===== config.mk =====
export PLATFORM = sky130hd
export DESIGN_NAME = ethernet_ipv4_header_classifier
export DESIGN_NICKNAME = d
export VERILOG_FILES = /design/src/rtl/ehc_pkg.sv /design/src/rtl/ehc_parser.sv /design/src/rtl/ethernet_ipv4_header_classifier.sv
export VERILOG_INCLUDE_DIRS = /design/src /design/src/rtl
export SDC_FILE = /design/constraint.sdc
export NUM_CORES = 1
export LEC_CHECK = 0
export BUFFER_PORTS_ARGS = -buffer_cell sky130_fd_sc_hd__buf_2
export CORE_MARGIN = 3
export CORE_UTILIZATION = 43
export DETAILED_ROUTE_END_ITERATION = 8
export HOLD_SLACK_MARGIN = 0.1
export PLACE_DENSITY = 0.61
export SYNTH_ARGS = -nofsm -noshare
export SYNTH_HDL_FRONTEND = slang
export SYNTH_SLANG_ARGS = --single-unit
export TNS_END_PERCENT = 100

===== constraint.sdc =====
create_clock -name clk -period 10.8 [get_ports clk]
set_input_delay 1.62 -clock clk [delete_from_list [all_inputs] [get_ports clk]]
set_output_delay 1.62 -clock clk [all_outputs]
set_load 0.05 [all_outputs]

===== src/rtl/ethernet_ipv4_header_classifier_defines.svh =====
// Assertion helpers shared by the classifier RTL.
`ifndef ETHERNET_IPV4_HEADER_CLASSIFIER_DEFINES_SVH
`define ETHERNET_IPV4_HEADER_CLASSIFIER_DEFINES_SVH

// Same-cycle implication, disabled while in reset.
`define EHC_ASSERT_SAME(lbl, clk_s, rstn_s, ante, cons) \
  lbl: assert property (@(posedge clk_s) disable iff (!(rstn_s)) (ante) |-> (cons)) \
    else $error("ehc assertion failed");

// Next-cycle implication, disabled while in reset.
`define EHC_ASSERT_NEXT(lbl, clk_s, rstn_s, ante, cons) \
  lbl: assert property (@(posedge clk_s) disable iff (!(rstn_s)) (ante) |=> (cons)) \
    else $error("ehc assertion failed");

`endif


===== src/rtl/ehc_pkg.sv =====
package ehc_pkg;

  localparam logic [15:0] ETHERTYPE_IPV4 = 16'h0800;
  localparam logic [15:0] ETH_HDR_LEN    = 16'd14;
  localparam logic [15:0] MIN_FRAME_LEN  = 16'd34;
  localparam logic [5:0]  MIN_IHL_BYTES  = 6'd20;
  localparam logic [7:0]  PROTO_TCP      = 8'd6;
  localparam logic [7:0]  PROTO_UDP      = 8'd17;
  localparam logic [7:0]  PROTO_ICMP     = 8'd1;

  // byte offsets within the frame
  localparam logic [15:0] POS_ETYPE_HI = 16'd12;
  localparam logic [15:0] POS_ETYPE_LO = 16'd13;
  localparam logic [15:0] POS_IHL      = 16'd14;
  localparam logic [15:0] POS_PROTO    = 16'd23;
  localparam logic [15:0] POS_SRC_LO   = 16'd26;
  localparam logic [15:0] POS_SRC_HI   = 16'd29;
  localparam logic [15:0] POS_DST_LO   = 16'd30;
  localparam logic [15:0] POS_DST_HI   = 16'd33;
  localparam logic [15:0] POS_MAX      = 16'hFFFF;

  typedef enum logic [1:0] {
    ST_RECORDED  = 2'd0,
    ST_TOO_SHORT = 2'd1,
    ST_NOT_IPV4  = 2'd2,
    ST_SHORT_HDR = 2'd3
  } status_t;

  typedef enum logic [1:0] {
    CL_TCP   = 2'd0,
    CL_UDP   = 2'd1,
    CL_ICMP  = 2'd2,
    CL_OTHER = 2'd3
  } class_t;

  typedef struct packed {
    logic [7:0]  frame_byte;
    logic        frame_last;
    logic [15:0] wire_length;
  } beat_t;

  typedef struct packed {
    status_t     parse_status;
    class_t      protocol_class;
    logic [31:0] source_address;
    logic [31:0] destination_address;
    logic [15:0] source_port;
    logic [15:0] destination_port;
    logic [63:0] frames_seen;
    logic [63:0] wire_bytes_seen;
  } result_t;

endpackage


===== src/rtl/ehc_parser.sv =====
module ehc_parser
  import ehc_pkg::*;
(
  input  logic    clk,
  input  logic    rst_n,
  input  logic    beat_fire,
  input  beat_t   beat,
  output result_t res
);

  logic [15:0] pos_r;
  logic [15:0] etype_r;
  logic [5:0]  hdr_bytes_r;
  logic [7:0]  proto_r;
  logic [31:0] src_r;
  logic [31:0] dst_r;
  logic [15:0] sport_r;
  logic [15:0] dport_r;
  logic [63:0] frame_cnt_r;
  logic [63:0] byte_cnt_r;

  logic [15:0] etype_nxt;
  logic [5:0]  hdr_bytes_nxt;
  logic [7:0]  proto_nxt;
  logic [31:0] src_nxt;
  logic [31:0] dst_nxt;
  logic [15:0] sport_nxt;
  logic [15:0] dport_nxt;
  logic [63:0] frame_cnt_nxt;
  logic [63:0] byte_cnt_nxt;

  logic [15:0] l4_off;
  logic [15:0] l4_hdr_bytes;
  logic        ports_ok;
  logic [7:0]  b;

  assign b = beat.frame_byte;

  // capture of the current byte, applied before classification
  always_comb begin
    etype_nxt     = etype_r;
    hdr_bytes_nxt = hdr_bytes_r;
    proto_nxt     = proto_r;
    src_nxt       = src_r;
    dst_nxt       = dst_r;
    sport_nxt     = sport_r;
    dport_nxt     = dport_r;
    l4_off        = ETH_HDR_LEN + {10'd0, hdr_bytes_r};
    if (pos_r == POS_ETYPE_HI || pos_r == POS_ETYPE_LO) begin
      etype_nxt = {etype_r[7:0], b};
    end
    if (pos_r == POS_IHL) begin
      hdr_bytes_nxt = {b[3:0], 2'b00};
    end
    if (pos_r == POS_PROTO) begin
      proto_nxt = b;
    end
    if (pos_r >= POS_SRC_LO && pos_r <= POS_SRC_HI) begin
      src_nxt = {src_r[23:0], b};
    end
    if (pos_r >= POS_DST_LO && pos_r <= POS_DST_HI) begin
      dst_nxt = {dst_r[23:0], b};
    end
    // ports only once the header length is known
    if (pos_r > POS_IHL) begin
      if (pos_r >= l4_off && pos_r < l4_off + 16'd2) begin
        sport_nxt = {sport_r[7:0], b};
      end else if (pos_r >= l4_off + 16'd2 && pos_r < l4_off + 16'd4) begin
        dport_nxt = {dport_r[7:0], b};
      end
    end
  end

  // captured length = pos + 1; compare on pos to stay in 16 bits
  assign l4_hdr_bytes  = ETH_HDR_LEN + 16'd3 + {10'd0, hdr_bytes_nxt};
  assign ports_ok      = pos_r >= l4_hdr_bytes;
  assign frame_cnt_nxt = frame_cnt_r + 64'd1;
  assign byte_cnt_nxt  = byte_cnt_r + {48'd0, beat.wire_length};

  always_comb begin
    res                     = '0;
    res.parse_status        = ST_RECORDED;
    res.protocol_class      = CL_OTHER;
    res.frames_seen         = frame_cnt_nxt;
    res.wire_bytes_seen     = byte_cnt_nxt;
    priority if (pos_r < MIN_FRAME_LEN - 16'd1) begin
      res.parse_status = ST_TOO_SHORT;
    end else if (etype_nxt != ETHERTYPE_IPV4) begin
      res.parse_status = ST_NOT_IPV4;
    end else if (hdr_bytes_nxt < MIN_IHL_BYTES) begin
      res.parse_status = ST_SHORT_HDR;
    end else begin
      res.source_address      = src_nxt;
      res.destination_address = dst_nxt;
      priority if (proto_nxt == PROTO_TCP && ports_ok) begin
        res.protocol_class   = CL_TCP;
        res.source_port      = sport_nxt;
        res.destination_port = dport_nxt;
      end else if (proto_nxt == PROTO_UDP && ports_ok) begin
        res.protocol_class   = CL_UDP;
        res.source_port      = sport_nxt;
        res.destination_port = dport_nxt;
      end else if (proto_nxt == PROTO_ICMP) begin
        res.protocol_class = CL_ICMP;
      end else begin
        res.protocol_class = CL_OTHER;
      end
    end
  end

  always_ff @(posedge clk) begin
    if (!rst_n) begin
      pos_r       <= '0;
      etype_r     <= '0;
      hdr_bytes_r <= '0;
      proto_r     <= '0;
      src_r       <= '0;
      dst_r       <= '0;
      sport_r     <= '0;
      dport_r     <= '0;
      frame_cnt_r <= '0;
      byte_cnt_r  <= '0;
    end else if (beat_fire) begin
      if (beat.frame_last) begin
        pos_r       <= '0;
        etype_r     <= '0;
        hdr_bytes_r <= '0;
        proto_r     <= '0;
        src_r       <= '0;
        dst_r       <= '0;
        sport_r     <= '0;
        dport_r     <= '0;
        frame_cnt_r <= frame_cnt_nxt;
        byte_cnt_r  <= byte_cnt_nxt;
      end else begin
        if (pos_r != POS_MAX) begin
          pos_r <= pos_r + 16'd1;
        end
        etype_r     <= etype_nxt;
        hdr_bytes_r <= hdr_bytes_nxt;
        proto_r     <= proto_nxt;
        src_r       <= src_nxt;
        dst_r       <= dst_nxt;
        sport_r     <= sport_nxt;
        dport_r     <= dport_nxt;
      end
    end
  end

endmodule


===== src/rtl/ethernet_ipv4_header_classifier.sv =====
// Path: a last byte is held in the stage-1 input register, then its result in the output register on out_*.
// Throughput: one byte per cycle; a last byte stalls only while the output
// register still holds an untaken result.
// Reset: synchronous, active-low rst_n clears the pipeline valids, per-frame
// capture state and both 64-bit counters; no clearing pass.
`include "ethernet_ipv4_header_classifier_defines.svh"

module ethernet_ipv4_header_classifier
  import ehc_pkg::*;
(
  input  logic        clk,
  input  logic        rst_n,
  // byte stream in
  input  logic        in_valid,
  output logic        in_ready,
  input  logic [7:0]  in_frame_byte,
  input  logic        in_frame_last,
  input  logic [15:0] in_wire_length,
  // one beat per frame out
  output logic        out_valid,
  input  logic        out_ready,
  output logic [1:0]  out_parse_status,
  output logic [1:0]  out_protocol_class,
  output logic [31:0] out_source_address,
  output logic [31:0] out_destination_address,
  output logic [15:0] out_source_port,
  output logic [15:0] out_destination_port,
  output logic [63:0] out_frames_seen,
  output logic [63:0] out_wire_bytes_seen
);

  // Stage 1: input register holding one byte beat.
  logic    s1_valid_r;
  beat_t   s1_beat_r;
  // Stage 2: output register holding the frame result.
  logic    out_valid_r;
  result_t out_res_r;

  logic    out_free;   // output register can load this cycle
  logic    s1_fire;    // stage-1 beat consumed by the parser
  logic    in_fire;
  result_t parse_res;

  assign out_free = !out_valid_r || out_ready;
  // non-last bytes never need the output register, so they always drain
  assign s1_fire  = s1_valid_r && (!s1_beat_r.frame_last || out_free);
  assign in_ready = !s1_valid_r || s1_fire;
  assign in_fire  = in_valid && in_ready;

  ehc_parser u_parser (
    .clk       (clk),
    .rst_n     (rst_n),
    .beat_fire (s1_fire),
    .beat      (s1_beat_r),
    .res       (parse_res)
  );

  always_ff @(posedge clk) begin
    if (!rst_n) begin
      s1_valid_r <= 1'b0;
    end else if (in_ready) begin
      s1_valid_r <= in_valid;
    end
  end

  always_ff @(posedge clk) begin
    if (in_fire) begin
      s1_beat_r.frame_byte  <= in_frame_byte;
      s1_beat_r.frame_last  <= in_frame_last;
      s1_beat_r.wire_length <= in_wire_length;
    end
  end

  always_ff @(posedge clk) begin
    if (!rst_n) begin
      out_valid_r <= 1'b0;
    end else if (out_free) begin
      out_valid_r <= s1_fire && s1_beat_r.frame_last;
    end
  end

  always_ff @(posedge clk) begin
    if (s1_fire && s1_beat_r.frame_last) begin
      out_res_r <= parse_res;
    end
  end

  assign out_valid               = out_valid_r;
  assign out_parse_status        = out_res_r.parse_status;
  assign out_protocol_class      = out_res_r.protocol_class;
  assign out_source_address      = out_res_r.source_address;
  assign out_destination_address = out_res_r.destination_address;
  assign out_source_port         = out_res_r.source_port;
  assign out_destination_port    = out_res_r.destination_port;
  assign out_frames_seen         = out_res_r.frames_seen;
  assign out_wire_bytes_seen     = out_res_r.wire_bytes_seen;

  // Back-pressure only comes from a last byte blocked on a full output register.
  `EHC_ASSERT_SAME(a_stall_cause, clk, rst_n, !in_ready, s1_valid_r && s1_beat_r.frame_last && out_valid_r && !out_ready)
  // Rejected frames carry no addresses and class OTHER.
  `EHC_ASSERT_SAME(a_reject_clean, clk, rst_n, out_valid_r && out_res_r.parse_status != ST_RECORDED, out_res_r.protocol_class == CL_OTHER && out_res_r.source_address == 32'd0 && out_res_r.destination_address == 32'd0)
  // Ports only for TCP or UDP.
  `EHC_ASSERT_SAME(a_ports_l4, clk, rst_n, out_valid_r && (out_res_r.protocol_class == CL_ICMP || out_res_r.protocol_class == CL_OTHER), out_res_r.source_port == 16'd0 && out_res_r.destination_port == 16'd0)
  // A non-last byte never produces a result.
  `EHC_ASSERT_NEXT(a_no_mid_result, clk, rst_n, s1_fire && !s1_beat_r.frame_last && !out_valid_r, !out_valid_r)

endmodule

* Word-level counts from Yosys, hierarchy flattened
Index checks and enable logic that the tools add are counted.
** Cells by class
- Add/subtract/negate cells :: 7
- Magnitude comparators :: 12
- Eq/ne operators :: 9
- Muxes and demuxes :: 26
- Reductions and logical operators :: 20
** Operators by type and width (number)
- 32-bit 2-to-1 mux :: 6
- 16-bit 2-to-1 mux :: 11
- 64-bit by 1-bit adder with 64-bit output (second input constant) :: 1
- 64-bit by 16-bit adder with 64-bit output :: 1
- 16-bit by 4-bit == test with 1-bit output (second input constant) :: 3
- 16-bit greater-or-equal comparator :: 3
- 16-bit by 5-bit greater-or-equal comparator with 1-bit output (second input constant) :: 2
- 16-bit < comparator :: 2
- 16-bit by 1-bit adder with 16-bit output (second input constant) :: 1
- 16-bit by 2-bit adder with 16-bit output (second input constant) :: 1
- 16-bit by 3-bit adder with 16-bit output (second input constant) :: 1
- 16-bit by 5-bit == test with 1-bit output (second input constant) :: 1
- 16-bit by 4-bit greater-than comparator with 1-bit output (second input constant) :: 1
- 16-bit by 5-bit <= comparator with 1-bit output (second input constant) :: 1
- 16-bit by 6-bit <= comparator with 1-bit output (second input constant) :: 1
- 16-bit by 6-bit < comparator with 1-bit output (second input constant) :: 1
- 8-bit 2-to-1 mux :: 2
- 16-bit by 12-bit inequality test with 1-bit output (second input constant) :: 1
- 16-bit inequality test (second input constant) :: 1
- 6-bit 2-to-1 mux :: 2
- 1-bit logical AND :: 9
- 8-bit by 1-bit == test with 1-bit output (second input constant) :: 1
- 8-bit by 3-bit == test with 1-bit output (second input constant) :: 1
- 8-bit by 5-bit == test with 1-bit output (second input constant) :: 1
- 10 further kinds :: 19
** Storage, ports and cells
- Flip-flop bits (word level) :: 525
- Bits of input ports :: 29
- Output and inout port bits :: 230
- Word-level logic and storage cells :: 97

* Longest topological paths before layout
- Depth in word-level cells :: 9
- Depth in mapped cells :: 19

* Cells and area by module
A second synthesis with hierarchy kept.
** Unflattened totals
- Cell total of the unflattened synthesis :: 2406
- Area, all modules :: 24093.1 sq um
** By module, submodules not included
- ehc_parser :: instances 1, cells each 2141, area an instance 16378.2 sq um, sequential area each 5405.2 sq um
- ethernet_ipv4_header_classifier :: instances 1, cells each 265, area an instance 7714.9 sq um, sequential area each 7637.3 sq um

* Least setup slack after synthesis
Ideal clock, no wire load.
- Path type :: input to register
- Start point :: input port out_ready
- End point :: register out_res_r (netlist bit out_destination_address[0]) (enable)
- Data arrival time :: 8.919 ns
- Required time :: 10.119 ns
- Path slack :: 1.200 ns
- Stages on the path :: 7
- Buffers on the path :: 3
- Cells stage by stage :: nor2b_1 > a21boi_0 > nand2_1 > clkbuf_1 > inv_1 > clkbuf_1 > clkbuf_1
** Between the ends
- Word-level cells in the longest chain between the ends :: 4
** RTL lines
- from (decl) :: line ethernet_ipv4_header_classifier.sv:21 : input logic out_ready,
- 1-bit logical OR :: line ethernet_ipv4_header_classifier.sv:44 : assign out_free = !out_valid_r || out_ready;
- 1-bit logical OR :: line ethernet_ipv4_header_classifier.sv:46 : assign s1_fire = s1_valid_r && (!s1_beat_r.frame_last || out_free);
- 1-bit logical AND :: line ethernet_ipv4_header_classifier.sv:46
- 1-bit logical AND :: line ethernet_ipv4_header_classifier.sv:83 : if (s1_fire && s1_beat_r.frame_last) begin
- to (signal assigned) :: line ethernet_ipv4_header_classifier.sv:84 : out_res_r <= parse_res;
- to (decl) :: line ethernet_ipv4_header_classifier.sv:37 : result_t out_res_r;
Every way passes these cells.
A chain may end at the register's enable or synchronous reset.

* Final worst setup path
- Start point :: register u_parser.hdr_bytes_r[1]
- End point :: register u_parser.dport_r[8]
** Between the ends
- Word-level cells in the longest chain between the ends :: 8
- Elaborated cells between the ends (all ways) :: 13
- Classes of those cells :: add/sub (3); order compare (4); mux (4); reduce/logical (2)
** RTL lines
- from (decl) :: line ehc_parser.sv:13 : logic [5:0] hdr_bytes_r;
- from (signal assigned) :: line ehc_parser.sv:140 : hdr_bytes_r <= hdr_bytes_nxt;
- 4-bit by 6-bit adder with 7-bit output * :: line ehc_parser.sv:48 : l4_off = ETH_HDR_LEN + {10'd0, hdr_bytes_r};
- 16-bit by 2-bit adder with 16-bit output / 16-bit by 3-bit adder with 16-bit output (equally long branches) :: line ehc_parser.sv:66, ehc_parser.sv:68
- 16-bit greater-or-equal comparator / 16-bit < comparator (equally long branches) :: line ehc_parser.sv:68 : end else if (pos_r >= l4_off + 16'd2 && pos_r < l4_off + 16'd4) begin
- 1-bit logical AND :: line ehc_parser.sv:68
- 16-bit 2-to-1 mux :: line ehc_parser.sv:68
- 16-bit 2-to-1 mux * :: line ehc_parser.sv:66 : if (pos_r >= l4_off && pos_r < l4_off + 16'd2) begin
- 16-bit 2-to-1 mux * :: line ehc_parser.sv:65 : if (pos_r > POS_IHL) begin
- 16-bit 2-to-1 mux * :: line ehc_parser.sv:124 : if (beat.frame_last) begin
- to (signal assigned) :: line ehc_parser.sv:145 : dport_r <= dport_nxt;
- to (decl) :: line ehc_parser.sv:18 : logic [15:0] dport_r;
Every way passes the cells marked *; elsewhere a longest branch is shown, timed or not.

==> summary.txt <==
Power
  – Total power: 0.004381 W
  – Leak Pwr: 9.270 nW
  – Power Dens Cells: 158.0 nW/um^2
  – VDD IR max: 0.1122 mV

Run status
  – Status: finished clean

Clock tree
  – CTS HTree Levels: 2
  – PostCTS Resize Cnt: 0
  – Postcts setup bufs: 0
  – Clk buf depth: 3
  – CTS Buf Count: 57
  – Worst skew pair latency: a little over 0.6 ns
  – Clock sink count: 525
  – CTS Hold Buffers Added: 0
  – Root Buffer: clkbuf_16
  – Clock transition at the registers of the reported paths: 0.06 ns
  – TritonCTS clock tree: yes

STA
  – Fin crit share: 0.4662
  – Max Slew Vio Count: 0
  – Final hold slack: 0.4596 ns
  – RSZ-0062 raised after global routing: no
  – Final Hold Fails: 0
  – Tmin final: just over 5 ns
  – Worst-margin pin slew: between 1 and 1.5 ns
  – Endpoints failing setup: 0
  – Post-route setup slack: a little under 6 ns
  – Fmax: 0.1986 GHz
  – Clk_skew: 0.01903 ns
  – Rel. slew slack: 0.1524
  – Setup TNS: 0 ns

Global routing
  – Largest net degree at the start of global routing: 120
  – Tot GR Track Use: 0.2033
  – First-pass GRT wire length: 97.80 mm
  – Grt total ovfl: 0
  – Number of antenna violations at the first check in global routing: 0
  – Vias in the first global route: 17662

Critical path
  – Worst path cell trace: inv_1 > ha_1 > xor2_1 > ha_1 > inv_1 > nor4_1 > nor2_1 > ha_1 > nand4_1 > a21oi_1 > a2111oi_0 > nor2_1 > a211oi_2 > a22o_1
  – Crit path DAT: 5.58 ns
  – CP max stage delay: 0.96 ns
  – Number of buffers and inverters on the critical path: 2
  – Worst Path Max Fanout: 17
  – Worst path slowest cell: a211oi_2
  – Delay-heaviest family, CP: compound AO/OA/AOI/OAI gates
  – RR Startpoint: u_parser.hdr_bytes_r[1]$_SDFFE_PN0P_
  – RR Endpoint: u_parser.dport_r[8]$_SDFFE_PN0P_
  – Critical path's most frequent cell: ha_1
  – CP Class: reg -> reg
  – Worst reg2reg setup slack: between 5 and 6 ns
  – Critical path launch point type: register
  – Worst Path Required: about 11 ns
  – CP endpoint kind: register
  – R2R depth: 14

Flow run
  – Maxcap violations: 0

Synthesis
  – Synth cell types: 78
  – Syn Area/Cell: around 10 um^2
  – Top-area cell type share of the netlist area: 0.3169
  – Ys Warns: 0
  – FF+latch count, synth: around 530
  – Synthesized area: 23970 um^2
  – Leading area contributor after synthesis: edfxtp_1
  – Synth top area cells: edfxtp_1 (32%), dfxtp_1 (23%), nor2_1 (4.5%)
  – Sequential share of the synthesized area: 0.5441
  – Post-synth ARST share: 0
  – Synth Instances: around 2400
  – Most used DFF post-synth: dfxtp_1
  – Number of synthesized flops with an enable pin: 253

Place
  – Detail Placement HPWL: 40.61 mm
  – Count of input and output buffers: around 260
  – Pre-CTS setup slack: 5.787 ns
  – Placed insts: 3255
  – GP Congestion: between 0.8 and 0.9

Hold path
  – HP Class: reg -> reg
  – Min-delay src: u_parser.byte_cnt_r[2]$_SDFFE_PN0P_
  – Min-Delay Endpoint: u_parser.byte_cnt_r[2]$_SDFFE_PN0P_
  – Worst hold stages: 2

Drt
  – Via Count: 18434
  – Final WL: roughly 61 mm
  – DRC viols: 0
  – DR pass1 iterations: 5
  – Vias/cell: 5.481
  – DR WL/cell: 18.22 um
  – DRT antenna net count: 0
  – Drt first-iter violations: 1656

Final layout
  – Layout cell share with drive strength beyond 1: 0.1578
  – # diodes: 0
  – # nets final: 2656
  – Non-Filler Instances: 3363
  – P&R area growth vs syn: 15.67%

Floorplanning
  – Boundary Pins: 259
  – FP Rows: 85
  – Die X: about 240 um
  – Die H: 242.1 um
  – Die footprint: 58610 um^2
  – CORE AREA: 54450 um^2
  – Initial core utilization: 0.4402
## per-layer routing
layer | vias to the layer above | wire (um) | GRT usage
li1 | 8942 | - | -
met1 | 8892 | 27850 | 0.2814
met2 | 514 | 29060 | 0.3355
met3 | 86 | 3265 | 0.03199
met4 | 0 | 1090 | 0.04915
met5 | - | 0 | 0
## worst max-delay path by stage
stage                                               from                                  endpoint  slack [ns]  depth (start not counted)
detailed placement                             out_ready     u_parser.frame_cnt_r[41]$_SDFFE_PN0P_        5.79                         10
floorplan                                      out_ready  out_destination_address[0]$_SDFFCE_PP0P_        1.20                          7
global placement                               out_ready     u_parser.frame_cnt_r[41]$_SDFFE_PN0P_        5.84                         10
global route        u_parser.hdr_bytes_r[1]$_SDFFE_PN0P_          u_parser.dport_r[8]$_SDFFE_PN0P_        5.30                         16
finish              u_parser.hdr_bytes_r[1]$_SDFFE_PN0P_          u_parser.dport_r[8]$_SDFFE_PN0P_        5.77                         14
CTS                 u_parser.hdr_bytes_r[1]$_SDFFE_PN0P_         u_parser.dport_r[13]$_SDFFE_PN0P_        5.84                         14
## registers in the layout, summed over array words and instances, names as in the netlist, 25 cells and up
| name | count |
|---|---|
| out_frames_seen | 64 |
| out_wire_bytes_seen | 64 |
| u_parser.byte_cnt_r | 64 |
| u_parser.frame_cnt_r | 64 |
| out_destination_address | 32 |
| out_source_address | 32 |
| u_parser.dst_r | 32 |
| u_parser.src_r | 32 |
| s1_beat_r | 25 |
## worst reg2reg max path, cell delays in order (launching register included)
cell and delay, ns:
dfxtp_1 0.50, inv_1 0.19, ha_1 0.31, xor2_1 0.28, ha_1 0.26, inv_1 0.09
nor4_1 0.37, nor2_1 0.11, ha_1 0.33, nand4_1 0.18, a21oi_1 0.08, a2111oi_0 0.62
nor2_1 0.41, a211oi_2 0.96, a22o_1 0.28
## placed cells by master (no fill, tap or decap), drive strengths merged, types with 14 or more instances in the layout
cell    Yosys  routed
clkbuf    122      67
o31ai      16      16
a32o       16      16
and2       22      22
nor2      285     285
xnor2     116     116
nor4       17      17
nand3      93      93
o21ai      76      76
and3       21      21
or4        20      20
a21oi     159     159
nand4      49      49
clkinv      0      25
or3        33      33
nor2b      17      17
ha         51      51
dfxtp     272     272
nand2     265     265
nor3       46      46
a22oi      94      94
inv        39      42
xor2      101     101
buf        29     283
edfxtp    253     253
and4       14      14
a22o       16      16
mux2i      23      23
## cell families (layout without fill, tap and decap cells)
logic type,after synthesis,in the layout,share of synthesized area
DFF,525,525,0.5441
muxes,25,25,0.01054
and+or+nand+nor,916,916,0.1810
buffers and inverters,190,430,0.03221
xor gates and xnor gates,217,217,0.07960
AOI/OAI and AO/OA,457,457,0.1249
other,1,2,0.0001564
adders and majority gates,52,52,0.02746
## area by class of cell
cell class | instances | area [um^2]
Sequential cell | 525 | 13040
Tap cell | 739 | 924.6
Clock inverter | 41 | 426.7
Timing Repair Buffer | 283 | 1479
Fill cell | 5006 | 26720
Multi-Input combinational cell | 1669 | 10210
Inverter | 39 | 158.9
Clock buffer | 67 | 1484
## synthesized netlist by cell type, types with 11 or more instances
cell type and instances:
nor2_1 285, dfxtp_1 272, nand2_1 265, edfxtp_1 253, a21oi_1 159, clkbuf_1 121
xnor2_1 116, xor2_1 100, a22oi_1 94, nand3_1 93, o21ai_0 69, ha_1 51
nand4_1 49, nor3_1 41, inv_1 39, or3_1 33, mux2i_1 23, and2_1 21
and3_1 21, or4_1 20, nor2b_1 17, a22o_1 16, a32o_1 16, nor4_1 16
o31ai_1 16, and4_1 14, buf_1 12, o21a_1 12, a211oi_1 11
## per-stage QoR
stage,util,instance area (um^2)
6_report,0.5092,27730
5_1_grt,0.5092,27730
4_1_cts,0.5092,27730
3_5_place_dp,0.4741,25820
3_3_place_gp,0.4741,25820
2_1_floorplan,-,23970
## where the power goes
group	switching (W)	total, W	internal (W)
Combinational	0.000212	0.000261	0.0000491
Clock	0.000817	0.00197	0.00116
Sequential	0.0000231	0.00215	0.00212
No activity file was read; power rests on OpenSTA's default activity.
